<file path="src/rtl/shac_pkg.sv">
`timescale 1ns / 1ps
`default_nettype none
// ----------------------------------------------------------------------------
// SHA-256 compression package
// Shared constants, round table, initial hash values, controller state and
// the command and status bundles between controller and datapath.
// ----------------------------------------------------------------------------
package shac_pkg;

  localparam int WORD_W       = 32;
  localparam int HASH_WORDS   = 8;
  localparam int WINDOW_DEPTH = 16;
  localparam int ROUND_COUNT  = 64;
  localparam int ROUND_IDX_W  = $clog2(ROUND_COUNT);
  localparam int ROUND_CNT_W  = $clog2(ROUND_COUNT + 1);
  localparam int POS_W        = $clog2(WINDOW_DEPTH);
  localparam int HIDX_W       = $clog2(HASH_WORDS);

  // Index of the final digest word for each variant.
  localparam logic [HIDX_W-1:0] LAST_IDX_256 = HIDX_W'(7);
  localparam logic [HIDX_W-1:0] LAST_IDX_224 = HIDX_W'(6);

  localparam logic VARIANT_224 = 1'b1;

  localparam logic [WORD_W-1:0] ROUND_K [ROUND_COUNT] = '{
    32'h428a2f98, 32'h71374491, 32'hb5c0fbcf, 32'he9b5dba5,
    32'h3956c25b, 32'h59f111f1, 32'h923f82a4, 32'hab1c5ed5,
    32'hd807aa98, 32'h12835b01, 32'h243185be, 32'h550c7dc3,
    32'h72be5d74, 32'h80deb1fe, 32'h9bdc06a7, 32'hc19bf174,
    32'he49b69c1, 32'hefbe4786, 32'h0fc19dc6, 32'h240ca1cc,
    32'h2de92c6f, 32'h4a7484aa, 32'h5cb0a9dc, 32'h76f988da,
    32'h983e5152, 32'ha831c66d, 32'hb00327c8, 32'hbf597fc7,
    32'hc6e00bf3, 32'hd5a79147, 32'h06ca6351, 32'h14292967,
    32'h27b70a85, 32'h2e1b2138, 32'h4d2c6dfc, 32'h53380d13,
    32'h650a7354, 32'h766a0abb, 32'h81c2c92e, 32'h92722c85,
    32'ha2bfe8a1, 32'ha81a664b, 32'hc24b8b70, 32'hc76c51a3,
    32'hd192e819, 32'hd6990624, 32'hf40e3585, 32'h106aa070,
    32'h19a4c116, 32'h1e376c08, 32'h2748774c, 32'h34b0bcb5,
    32'h391c0cb3, 32'h4ed8aa4a, 32'h5b9cca4f, 32'h682e6ff3,
    32'h748f82ee, 32'h78a5636f, 32'h84c87814, 32'h8cc70208,
    32'h90befffa, 32'ha4506ceb, 32'hbef9a3f7, 32'hc67178f2
  };

  localparam logic [WORD_W-1:0] IV_256 [HASH_WORDS] = '{
    32'h6a09e667, 32'hbb67ae85, 32'h3c6ef372, 32'ha54ff53a,
    32'h510e527f, 32'h9b05688c, 32'h1f83d9ab, 32'h5be0cd19
  };

  localparam logic [WORD_W-1:0] IV_224 [HASH_WORDS] = '{
    32'hc1059ed8, 32'h367cd507, 32'h3070dd17, 32'hf70e5939,
    32'hffc00b31, 32'h68581511, 32'h64f98fa7, 32'hbefa4fa4
  };

  typedef enum logic [1:0] {
    ST_IDLE,
    ST_ROUND,
    ST_FINAL,
    ST_EMIT
  } state_t;

  typedef struct packed {
    logic                   load_word;
    logic                   load_iv;
    logic                   start_block;
    logic                   round_en;
    logic                   sched_direct;
    logic [ROUND_IDX_W-1:0] round_idx;
    logic                   hash_add;
    logic                   emit_en;
    logic [HIDX_W-1:0]      emit_idx;
    logic                   emit_last;
  } cmd_t;

  typedef struct packed {
    logic variant;
    logic out_free;
  } sts_t;

endpackage
`default_nettype wire

</file>
<file path="src/rtl/shac_ctrl.sv">
`timescale 1ns / 1ps
`default_nettype none
// ----------------------------------------------------------------------------
// SHA-256 compression controller
// Counts message words, sequences the rounds, the hash update and the
// digest beats.
// ----------------------------------------------------------------------------
module shac_ctrl (
  input  wire logic          clk,
  input  wire logic          rst_n,
  input  wire logic          in_tvalid,
  output logic               in_tready,
  input  wire logic          new_message,
  input  wire logic          end_of_message,
  input  wire shac_pkg::sts_t sts,
  output shac_pkg::cmd_t     cmd
);

  shac_pkg::state_t                    state_r, state_nxt;
  logic [shac_pkg::POS_W-1:0]          pos_r, pos_nxt;
  logic [shac_pkg::ROUND_CNT_W-1:0]    round_r, round_nxt;
  logic [shac_pkg::HIDX_W-1:0]         emit_r, emit_nxt;
  logic                                eom_r, eom_nxt;
  logic                                in_fire;
  logic                                block_done;
  logic                                last_round;
  logic [shac_pkg::HIDX_W-1:0]         last_idx;

  assign in_tready  = (state_r == shac_pkg::ST_IDLE);
  assign in_fire    = in_tvalid && in_tready;
  assign block_done = in_fire && !new_message &&
                      (pos_r == shac_pkg::POS_W'(shac_pkg::WINDOW_DEPTH - 1));
  assign last_round = (round_r == shac_pkg::ROUND_CNT_W'(shac_pkg::ROUND_COUNT - 1));
  assign last_idx   = (sts.variant == shac_pkg::VARIANT_224) ?
                      shac_pkg::LAST_IDX_224 : shac_pkg::LAST_IDX_256;

  // Next state and counters.
  always_comb begin
    state_nxt = state_r;
    pos_nxt   = pos_r;
    round_nxt = round_r;
    emit_nxt  = emit_r;
    eom_nxt   = eom_r;
    unique case (state_r)
      shac_pkg::ST_IDLE: begin
        if (in_fire) begin
          if (new_message) begin
            pos_nxt = shac_pkg::POS_W'(1);
          end else begin
            pos_nxt = pos_r + shac_pkg::POS_W'(1);
          end
          if (block_done) begin
            round_nxt = '0;
            eom_nxt   = end_of_message;
            state_nxt = shac_pkg::ST_ROUND;
          end
        end
      end
      shac_pkg::ST_ROUND: begin
        round_nxt = round_r + shac_pkg::ROUND_CNT_W'(1);
        if (last_round) begin
          state_nxt = shac_pkg::ST_FINAL;
        end
      end
      shac_pkg::ST_FINAL: begin
        emit_nxt  = '0;
        state_nxt = eom_r ? shac_pkg::ST_EMIT : shac_pkg::ST_IDLE;
      end
      shac_pkg::ST_EMIT: begin
        if (sts.out_free) begin
          emit_nxt = emit_r + shac_pkg::HIDX_W'(1);
          if (emit_r == last_idx) begin
            state_nxt = shac_pkg::ST_IDLE;
          end
        end
      end
      default: state_nxt = shac_pkg::ST_IDLE;
    endcase
  end

  // Datapath commands.
  always_comb begin
    cmd              = '0;
    cmd.round_idx    = round_r[shac_pkg::ROUND_IDX_W-1:0];
    cmd.sched_direct = (round_r < shac_pkg::ROUND_CNT_W'(shac_pkg::WINDOW_DEPTH));
    cmd.emit_idx     = emit_r;
    cmd.emit_last    = (emit_r == last_idx);
    unique case (state_r)
      shac_pkg::ST_IDLE: begin
        cmd.load_word   = in_fire;
        cmd.load_iv     = in_fire && new_message;
        cmd.start_block = block_done;
      end
      shac_pkg::ST_ROUND: cmd.round_en = 1'b1;
      shac_pkg::ST_FINAL: cmd.hash_add = 1'b1;
      shac_pkg::ST_EMIT:  cmd.emit_en  = sts.out_free;
      default: ;
    endcase
  end

  always_ff @(posedge clk) begin
    if (!rst_n) begin
      state_r <= shac_pkg::ST_IDLE;
      pos_r   <= '0;
      round_r <= '0;
      emit_r  <= '0;
      eom_r   <= 1'b0;
    end else begin
      state_r <= state_nxt;
      pos_r   <= pos_nxt;
      round_r <= round_nxt;
      emit_r  <= emit_nxt;
      eom_r   <= eom_nxt;
    end
  end

endmodule
`default_nettype wire

</file>
<file path="src/rtl/shac_dpath.sv">
`timescale 1ns / 1ps
`default_nettype none
// ----------------------------------------------------------------------------
// SHA-256 compression datapath
// Schedule window shift line, working and hash registers, one round per
// cycle, configuration register and the digest output register.
// ----------------------------------------------------------------------------
module shac_dpath (
  input  wire logic                          clk,
  input  wire logic                          rst_n,
  input  wire logic [shac_pkg::WORD_W-1:0]   message_word,
  input  wire logic                          cfg_we,
  input  wire logic                          cfg_variant,
  input  wire shac_pkg::cmd_t                cmd,
  output shac_pkg::sts_t                     sts,
  input  wire logic                          out_ready,
  output logic                               out_valid,
  output logic [shac_pkg::WORD_W-1:0]        out_word,
  output logic                               out_last
);

  localparam int W = shac_pkg::WORD_W;

  function automatic logic [W-1:0] rotr(input logic [W-1:0] x, input int unsigned n);
    logic [2*W-1:0] d;
    d = {x, x} >> n;
    return d[W-1:0];
  endfunction

  logic [W-1:0] window_r [shac_pkg::WINDOW_DEPTH];
  logic [W-1:0] work_r   [shac_pkg::HASH_WORDS];
  logic [W-1:0] hash_r   [shac_pkg::HASH_WORDS];
  logic         variant_r;
  logic         out_valid_r;
  logic [W-1:0] out_word_r;
  logic         out_last_r;

  logic [W-1:0] wt, s0, s1, bs0, bs1, ch, maj, t1, t2;

  // Message schedule and round function.
  always_comb begin
    s0 = rotr(window_r[1], 7) ^ rotr(window_r[1], 18) ^ (window_r[1] >> 3);
    s1 = rotr(window_r[14], 17) ^ rotr(window_r[14], 19) ^ (window_r[14] >> 10);
    wt = cmd.sched_direct ? window_r[0] : (s1 + window_r[9] + s0 + window_r[0]);
    bs1 = rotr(work_r[4], 6) ^ rotr(work_r[4], 11) ^ rotr(work_r[4], 25);
    ch  = (work_r[4] & work_r[5]) ^ (~work_r[4] & work_r[6]);
    bs0 = rotr(work_r[0], 2) ^ rotr(work_r[0], 13) ^ rotr(work_r[0], 22);
    maj = (work_r[0] & work_r[1]) ^ (work_r[0] & work_r[2]) ^ (work_r[1] & work_r[2]);
    t1  = work_r[7] + bs1 + ch + shac_pkg::ROUND_K[cmd.round_idx] + wt;
    t2  = bs0 + maj;
  end

  // The window shifts by one word per loaded word and per round. The first
  // sixteen rounds rotate it, the later ones shift in the expanded word.
  always_ff @(posedge clk) begin
    if (cmd.load_word || cmd.round_en) begin
      for (int i = 0; i < shac_pkg::WINDOW_DEPTH - 1; i++) begin
        window_r[i] <= window_r[i+1];
      end
      window_r[shac_pkg::WINDOW_DEPTH-1] <= cmd.load_word ? message_word : wt;
    end
  end

  always_ff @(posedge clk) begin
    if (cmd.start_block) begin
      for (int i = 0; i < shac_pkg::HASH_WORDS; i++) begin
        work_r[i] <= hash_r[i];
      end
    end else if (cmd.round_en) begin
      work_r[7] <= work_r[6];
      work_r[6] <= work_r[5];
      work_r[5] <= work_r[4];
      work_r[4] <= work_r[3] + t1;
      work_r[3] <= work_r[2];
      work_r[2] <= work_r[1];
      work_r[1] <= work_r[0];
      work_r[0] <= t1 + t2;
    end
  end

  always_ff @(posedge clk) begin
    if (!rst_n) begin
      for (int i = 0; i < shac_pkg::HASH_WORDS; i++) begin
        hash_r[i] <= shac_pkg::IV_256[i];
      end
    end else if (cmd.load_iv) begin
      for (int i = 0; i < shac_pkg::HASH_WORDS; i++) begin
        hash_r[i] <= (variant_r == shac_pkg::VARIANT_224) ?
                     shac_pkg::IV_224[i] : shac_pkg::IV_256[i];
      end
    end else if (cmd.hash_add) begin
      for (int i = 0; i < shac_pkg::HASH_WORDS; i++) begin
        hash_r[i] <= hash_r[i] + work_r[i];
      end
    end
  end

  always_ff @(posedge clk) begin
    if (!rst_n) begin
      variant_r <= 1'b0;
    end else if (cfg_we) begin
      variant_r <= cfg_variant;
    end
  end

  // Output register: takes a new digest word when empty or being drained.
  always_ff @(posedge clk) begin
    if (!rst_n) begin
      out_valid_r <= 1'b0;
    end else if (cmd.emit_en) begin
      out_valid_r <= 1'b1;
    end else if (out_ready) begin
      out_valid_r <= 1'b0;
    end
  end

  always_ff @(posedge clk) begin
    if (cmd.emit_en) begin
      out_word_r <= hash_r[cmd.emit_idx];
      out_last_r <= cmd.emit_last;
    end
  end

  assign out_valid    = out_valid_r;
  assign out_word     = out_word_r;
  assign out_last     = out_last_r;
  assign sts.variant  = variant_r;
  assign sts.out_free = !out_valid_r || out_ready;

endmodule
`default_nettype wire

</file>
<file path="src/rtl/sha256_block_compression_unit.sv">
`timescale 1ns / 1ps
`default_nettype none
// Sequence: the sixteenth word beat of a block starts the rounds and then the
//   hash update; for the final block the output register is loaded then, and
//   the digest beats follow one per cycle while out_tready stays high.
// Blocks: no word beat is taken while a block compresses or its digest is emitted.
// Reset (synchronous, rst_n low): hash words take the SHA-256 initial values,
//   the variant register clears to SHA-256, the schedule window is not reset.
// ----------------------------------------------------------------------------
// SHA-256 / SHA-224 block compression unit
// Streams padded message words in, compresses each 16-word block and emits
// the digest words after the final block of a message.
// ----------------------------------------------------------------------------
module sha256_block_compression_unit (
  input  wire logic        clk,
  input  wire logic        rst_n,
  // Message word beats.
  input  wire logic        in_tvalid,
  output logic             in_tready,
  input  wire logic [31:0] in_tdata,   // [31:0] message_word
  input  wire logic [0:0]  in_tuser,   // [0] new_message
  input  wire logic        in_tlast,   // end_of_message
  // Digest word beats.
  output logic             out_tvalid,
  input  wire logic        out_tready,
  output logic [31:0]      out_tdata,  // [31:0] digest_word
  output logic             out_tlast,  // last_digest_word
  // Configuration: digest_variant, 0 = SHA-256, 1 = SHA-224.
  input  wire logic        cfg_valid,
  output logic             cfg_ready,
  input  wire logic [0:0]  cfg_data
);

  shac_pkg::cmd_t cmd;
  shac_pkg::sts_t sts;

  // The variant register takes a write at any time; the user writes it only
  // while no message is in flight.
  assign cfg_ready = 1'b1;

  // The controller owns every counter (word position, round index, digest
  // index); the datapath owns all words and the output register.
  shac_ctrl u_ctrl (
    .clk            (clk),
    .rst_n          (rst_n),
    .in_tvalid      (in_tvalid),
    .in_tready      (in_tready),
    .new_message    (in_tuser[0]),
    .end_of_message (in_tlast),
    .sts            (sts),
    .cmd            (cmd)
  );

  shac_dpath u_dpath (
    .clk          (clk),
    .rst_n        (rst_n),
    .message_word (in_tdata),
    .cfg_we       (cfg_valid),
    .cfg_variant  (cfg_data[0]),
    .cmd          (cmd),
    .sts          (sts),
    .out_ready    (out_tready),
    .out_valid    (out_tvalid),
    .out_word     (out_tdata),
    .out_last     (out_tlast)
  );

`ifndef SYNTHESIS
  // No new message word is taken while rounds are running.
  a_no_accept_in_rounds: assert property (@(posedge clk) disable iff (!rst_n)
    in_tready |-> !cmd.round_en)
    else $error("input ready while rounds run");

  // A digest word is never loaded over one that has not been taken.
  a_no_overwrite: assert property (@(posedge clk) disable iff (!rst_n)
    cmd.emit_en |-> (!out_tvalid || out_tready))
    else $error("digest word overwritten");

  // After the final digest beat no further beat follows at once.
  a_digest_ends: assert property (@(posedge clk) disable iff (!rst_n)
    (out_tvalid && out_tready && out_tlast) |=> !out_tvalid)
    else $error("digest beat after final word");
`endif

endmodule
`default_nettype wire
</file>
<file path="config.mk">
export PLATFORM = sky130hd
export DESIGN_NAME = sha256_block_compression_unit
export DESIGN_NICKNAME = d
export VERILOG_FILES = /design/src/rtl/shac_pkg.sv /design/src/rtl/shac_ctrl.sv /design/src/rtl/shac_dpath.sv /design/src/rtl/sha256_block_compression_unit.sv
export SDC_FILE = /design/constraint.sdc
export NUM_CORES = 2
export LEC_CHECK = 0
export BUFFER_PORTS_ARGS = -buffer_cell sky130_fd_sc_hd__buf_2
export CAP_MARGIN = 20
export CORE_MARGIN = 1
export CORE_UTILIZATION = 42
export CTS_CLUSTER_DIAMETER = 30
export DETAILED_ROUTE_END_ITERATION = 12
export REMOVE_ABC_BUFFERS = 1
export SKIP_LAST_GASP = 1
export SYNTH_ARGS = -nofsm -noshare
export SYNTH_HDL_FRONTEND = slang
export SYNTH_SLANG_ARGS = --single-unit
</file>
<file path="constraint.sdc">
create_clock -name clk -period 19.2 [get_ports clk]
set_input_delay 0.96 -clock clk [delete_from_list [all_inputs] [get_ports clk]]
set_output_delay 0.96 -clock clk [all_outputs]
set_load 0.02 [all_outputs]
</file>
Yosys cells after proc, flatten, opt, wreduce, memory -nomap -nowiden
Memory sizes are Yosys's and may differ from the RTL's. A register that Yosys moved wholly into a read port is not among the register bits. Index checks and enable logic that the tools add are counted.

$add $sub $neg: 21. Magnitude comparators: 2. Eq/ne operators: 11. Multiplexer cells: 71. Bitwise gates (word level): 42. Reduce and logical (&&, ||, !) cells: 17.

Operator list (number): 32-bit 2-to-1 mux (33); 32-bit adder (18); 32-bit XOR (9); 32-bit AND (5); 31-bit 2-to-1 mux (2); 32-bit inverter (1); 32-bit by 22-bit XOR with 32-bit output (1); 32-bit by 29-bit XOR with 32-bit output (1); 28-bit 2-to-1 mux (1); 1-bit OR (24); 1-bit 2-to-1 mux (21); 7-bit 2-to-1 mux (2); 7-bit one-hot mux with 2 select lines (1); 2-bit 2-to-1 mux (6); 2-bit one-hot mux with 4 select lines (1); 7-bit by 1-bit adder with 7-bit output, second input constant (1); 7-bit by 6-bit == test with 1-bit output, second input constant (1); 7-bit >= comparator, second input constant (1); 7-bit by 5-bit < comparator with 1-bit output, second input constant (1); 6-bit inverter with 7-bit output (1); 3-bit 2-to-1 mux (2); 2-bit by 1-bit inequality test with 1-bit output, second input constant (3); 3-bit one-hot mux with 2 select lines (1); 3-bit AND reduction (2); 15 further kinds (25).

Bits in registers: 20. Bits in writable memories: 1024. Bits in read-only memories: 2048. Word-level logic and storage cells: 176. Memories kept: 4.

Memories: (no name shown) (words 64, bits a word 32, read ports 1, clocked after Yosys merged registers in 0, write ports 0, line shac_dpath.sv:49) `t1 = work_r[7] + bs1 + ch + shac_pkg::ROUND_K[cmd.round_idx] + wt;`; u_dpath.window_r (words 16, bits a word 32, read ports 16, clocked after Yosys merged registers in 0, write ports 16, line shac_dpath.sv:30) `logic [W-1:0] window_r [shac_pkg::WINDOW_DEPTH];`; u_dpath.hash_r (words 8, bits a word 32, read ports 9, clocked after Yosys merged registers in 1, write ports 8, line shac_dpath.sv:32) `logic [W-1:0] hash_r [shac_pkg::HASH_WORDS];`; u_dpath.work_r (words 8, bits a word 32, read ports 8, clocked after Yosys merged registers in 0, write ports 8, line shac_dpath.sv:31) `logic [W-1:0] work_r [shac_pkg::HASH_WORDS];`.

Logic depth before layout (Yosys ltp)
Depth after elaboration: 10. Gate-level depth with buffers: 44. Mapped depth without buffers: 43.

By module
A second synthesis with hierarchy kept.

Cell total of the unflattened synthesis: 6199. Area, all modules: 67678.7 µm².

By module, submodules not included: shac_dpath (times used 1, cells each 6083, area an instance 66736.5 µm², sequential area each 31640.3 µm²); shac_ctrl (times used 1, cells each 114, area an instance 930.9 µm², sequential area each 340.3 µm²); sha256_block_compression_unit (times used 1, cells each 2, area an instance 11.3 µm², sequential area each 0.0 µm²).

Worst setup path after synthesis
OpenSTA, ideal clock, no wires.

Path type: input port to flip-flop. From: in in_tvalid. To: mem u_dpath.window_r[0][0] (netlist bit) (enable). Arrival time: 9692 ps. Data required time: 15568 ps. Path slack: 5876 ps. Stages: 3. Path buffers: 1. Cell sequence: nand2_1 -> clkbuf_1 -> nand2_1.

RTL lines: start: declaration (line sha256_block_compression_unit.sv:18) `input wire logic in_tvalid,`; end: declaration (line shac_dpath.sv:30).

==> results.md <==
Run status:
- The flow ran to the end, and the final reports show no timing, DRC or antenna violations.

Setup path:
- The critical-path cell with the highest stage delay is sky130_fd_sc_hd__o311ai_0.
- The largest driver fanout on the critical path is 7.
- The type of element capturing the critical path is a flop.
- At the worst endpoint, the arrival time is about 12 ns.
- The critical path is of the reg2reg type.
- For this run, the slowest stage of the critical path takes 0.83 ns.
- The worst setup path is launched from a flop.
- STA puts the critical path data required time at about 20 ns.

Yosys:
- By count the netlist is led by sky130_fd_sc_hd__edfxtp_1 (1,043), sky130_fd_sc_hd__nand2_1 (957), sky130_fd_sc_hd__o21ai_0 (394), sky130_fd_sc_hd__ha_1 (392), sky130_fd_sc_hd__a21oi_1 (390).
- The number of distinct library cells after synthesis is 93.
- During synthesis, Yosys emitted a total of 0 warnings.
- Of all cell types, the one taking the most synthesized area is sky130_fd_sc_hd__edfxtp_1.
- The gate count after technology mapping is 6,192.
- The synthesized area per cell is 10.87 µm².
- Of the synthesized area, sequential elements account for 0.4753.
- The number of flops mapped to enable cells by yosys is 1,043.
- The flip-flop and latch count after synthesis is 1,076.
- The post-synthesis instance area is between 0.06 and 0.07 mm².
- By area the synthesized netlist is led by sky130_fd_sc_hd__edfxtp_1 (47%), sky130_fd_sc_hd__ha_1 (7.3%), sky130_fd_sc_hd__fa_1 (5.8%).
- For this run, the leading register cell type out of synthesis is sky130_fd_sc_hd__edfxtp_1.
- The most repeated cell in the gate-level netlist after synthesis is sky130_fd_sc_hd__edfxtp_1.
- Counting flops with an async set or reset pin after synthesis yields a share of 0.
- The share of synthesized area in the top cell type comes to 0.4655.

Clock network:
- The tree is rooted in a sky130_fd_sc_hd__clkbuf_16.
- The number of post-CTS setup repair buffers is 0.
- The clock edge transition at the registers on the reported setup and hold paths is 0.05 ns.
- The post-cts gate resize count is 0.
- The clock passes through at most 4 buffers.
- In this run the number of H-tree levels came out at 5.
- The clock tree from TritonCTS is done.
- The total number of clock tree sinks is ~1.1k.
- The number of hold-repair buffers added at the cts stage is 0.
- The clock latency on the worst-skew pair is slightly above 0.9 ns.
- Counting the buffers created by CTS gives about 290.

STA:
- At the pin with the least slew margin, the transition time is 1.144 ns.
- The relative slew slack is 0.2290.
- Setup repair after global routing left no endpoint under its margin.
- The final-report setup violation count is 0.
- In the finished design, the share of the clock period the worst path needs comes to 0.5777.
- The count of pins over their slew limit came to 0.
- Based on the critical path, the design can be clocked at up to ~90 MHz.
- The count of final hold-check violations was 0.
- The final critical path time including I/O delays and setup is about 11 ns.
- The final hold slack is 0.3500 ns.
- The post-route clock skew is about 0.074 ns.
- In the final timing run, aggregate negative setup slack is 0 ns.

Detailed routing:
- For this run, design rule violations remaining after detail routing come to 0.
- The first TritonRoute pass finished after 5 iterations.
- The starting DRC count in detailed routing is roughly 4.5k.
- The detail-routed net length per standard cell is approximately 25 µm.
- The final routed wirelength across all metal layers is approximately 210,000 µm.
- The via count of the routed design is between 40k and 50k.
- Dividing the detail-routed via count by the number of cells gives 5.707.
- The count of nets left with antenna violations once routing finished came out at 0.

Global routing:
- Across every metal layer, demand over resource in global routing totals 0.2621.
- The via count of the first global-routing pass came to 48.56k.
- The first global-routing pass estimated between 300,000 and 400,000 µm of wire.
- The residual overflow from global routing is 0.
- The number of antenna violations at the first check in global routing is 5.
- Entering global routing, the biggest net connects 208 pins.

Floorplan:
- The number of cell rows is 146.
- The area of the core is 0.1587 mm².
- The floorplan step set the die height to about 400 µm.
- The floorplan die area is ~0.16 mm².
- The top-level port count is 76.
- The die is just over 400 µm wide.
- The initial utilization of the core area, before any placement, comes to 0.4238.

Min path:
- The path type of the worst min-delay path is in2reg.

Place:
- Detailed placement finished with a half-perimeter wire length of 155,300 µm.
- The congestion estimate from routability-driven global placement came to 0.9689.
- The number of buffers added on ports is between 70 and 80.

Run:
- Across the run, the number of max-cap violations was 0.

Power and ir drop:
- In this run the power density over the cells is around 110 mW/mm².
- The worst supply voltage drop on vdd is 0.1003 mV.
- The leakage power of the design is roughly 32 nW.

Cells and area:
- The layout net count is ~7k.
- The share of layout cells above drive strength 1 is 0.1170.
- The area added between synthesis and finish is 17.96%.
-- worst paths after layout --
| path | start | end | slack (ns) | cells past startpoint |
|---|---|---|---|---|
| worst max-delay path | u_dpath.window_r[0][40] | u_dpath.work_r[0][29] | 8.11 | 37 |
| worst min-delay path | cfg_data | u_dpath.variant_r | 0.35 | 3 |
| worst max register to register | u_dpath.window_r[0][40] | u_dpath.work_r[0][29] | 8.11 | 37 |
| worst min register to register | u_dpath.window_r[5][4] | u_dpath.window_r[4][36] | 0.35 | 0 |
-- worst max-delay path, delay by kind of cell (launching register included) --
family	cells	cell delay [ns]
DFF	1	0.53
xor gates and xnor gates	5	0.92
adders and majority gates	8	3.35
AOI/OAI and AO/OA	17	4.54
and+or+nand+nor	3	1.21
buffers and inverters	4	0.21
-- cells in the final DEF, fill, tap and decap left out, types with 60 or more instances in the layout --
cell                        synthesis  layout
sky130_fd_sc_hd__a21o_1           230     230
sky130_fd_sc_hd__a21oi_1          390     390
sky130_fd_sc_hd__buf_2              1      74
sky130_fd_sc_hd__buf_4              1      63
sky130_fd_sc_hd__clkbuf_16          0     293
sky130_fd_sc_hd__edfxtp_1        1043    1043
sky130_fd_sc_hd__fa_1             195     195
sky130_fd_sc_hd__ha_1             392     392
sky130_fd_sc_hd__inv_1            380     375
sky130_fd_sc_hd__mux4_2            72      72
sky130_fd_sc_hd__nand2_1          957     953
sky130_fd_sc_hd__nand2b_1          70      69
sky130_fd_sc_hd__nand3_1           69      68
sky130_fd_sc_hd__nor2_1           315     313
sky130_fd_sc_hd__nor3_1            61      60
sky130_fd_sc_hd__o21a_1            61      61
sky130_fd_sc_hd__o21ai_0          394     394
sky130_fd_sc_hd__xnor2_1          365     365
sky130_fd_sc_hd__xor2_1           209     209
-- cell type report --
type                            instances  area (µm²)
Antenna cell                            1       2.502
Clock buffer                          341        7612
Clock inverter                        160        1958
Fill cell                           14020       79380
Inverter                              382        1446
Multi-Input combinational cell       4459       32890
Sequential cell                      1076       32000
Tap cell                             2072        2592
Timing Repair Buffer                  138       863.3
-- power breakdown --
group,switching [mW],internal (mW),total [mW],leakage [nW]
registers,0.0623,2.68,2.74,9.95
clock network,1.44,3.33,4.76,4.64
logic,0.664,0.476,1.14,16.9
total,2.16,6.48,8.64,31.5
-- registers in the layout, indices dropped and copies added, names as in the netlist --
signal and cells:
u_dpath.out_last 1, u_ctrl.round_r 7, u_ctrl.eom_r 1, u_dpath.window_r 512, u_ctrl.pos_r 4, u_dpath.out_word 32
u_dpath.out_valid 1, u_dpath.work_r 256, u_dpath.variant_r 1, u_ctrl.emit_r 3, u_ctrl.state_r 2, u_dpath.hash_r 256
-- kinds of logic (layout without fill, tap and decap cells) --
kind of cell | count (synthesis) | after routing | synth area share
other cells | 1 | 2 | 0.00005574
mux | 163 | 163 | 0.03857
xor+xnor | 577 | 577 | 0.07565
buf+inv | 657 | 1021 | 0.03673
fa+ha+maj | 591 | 591 | 0.1315
flops | 1076 | 1076 | 0.4753
simple gates | 1679 | 1679 | 0.1072
compound gates | 1448 | 1448 | 0.1350
-- layer usage --
layer,routed length [µm],global-route usage,share of wire
met4,8677,0.1089,0.041
met2,99330,0.4186,0.46
met3,14170,0.04117,0.066
met1,91650,0.3548,0.43
met5,0,0,0
-- metrics by stage --
step | worst slack (ns) | std cells | area [µm²] | power (mW) | util
3_3_place_gp | 8.358 | 8127 | 69790 | 3.890 | 0.4396
4_1_cts | 8.168 | 8628 | 79360 | 8.694 | 0.4999
2_1_floorplan | -6.394 | 5917 | 66240 | 3.633 | -
3_5_place_dp | 8.240 | 8127 | 69790 | 3.896 | 0.4396
6_report | 8.109 | 8629 | 79360 | 8.640 | 0.5000
5_1_grt | 7.451 | 8628 | 79360 | 8.950 | 0.4999
(Power assumes the default switching activity.)
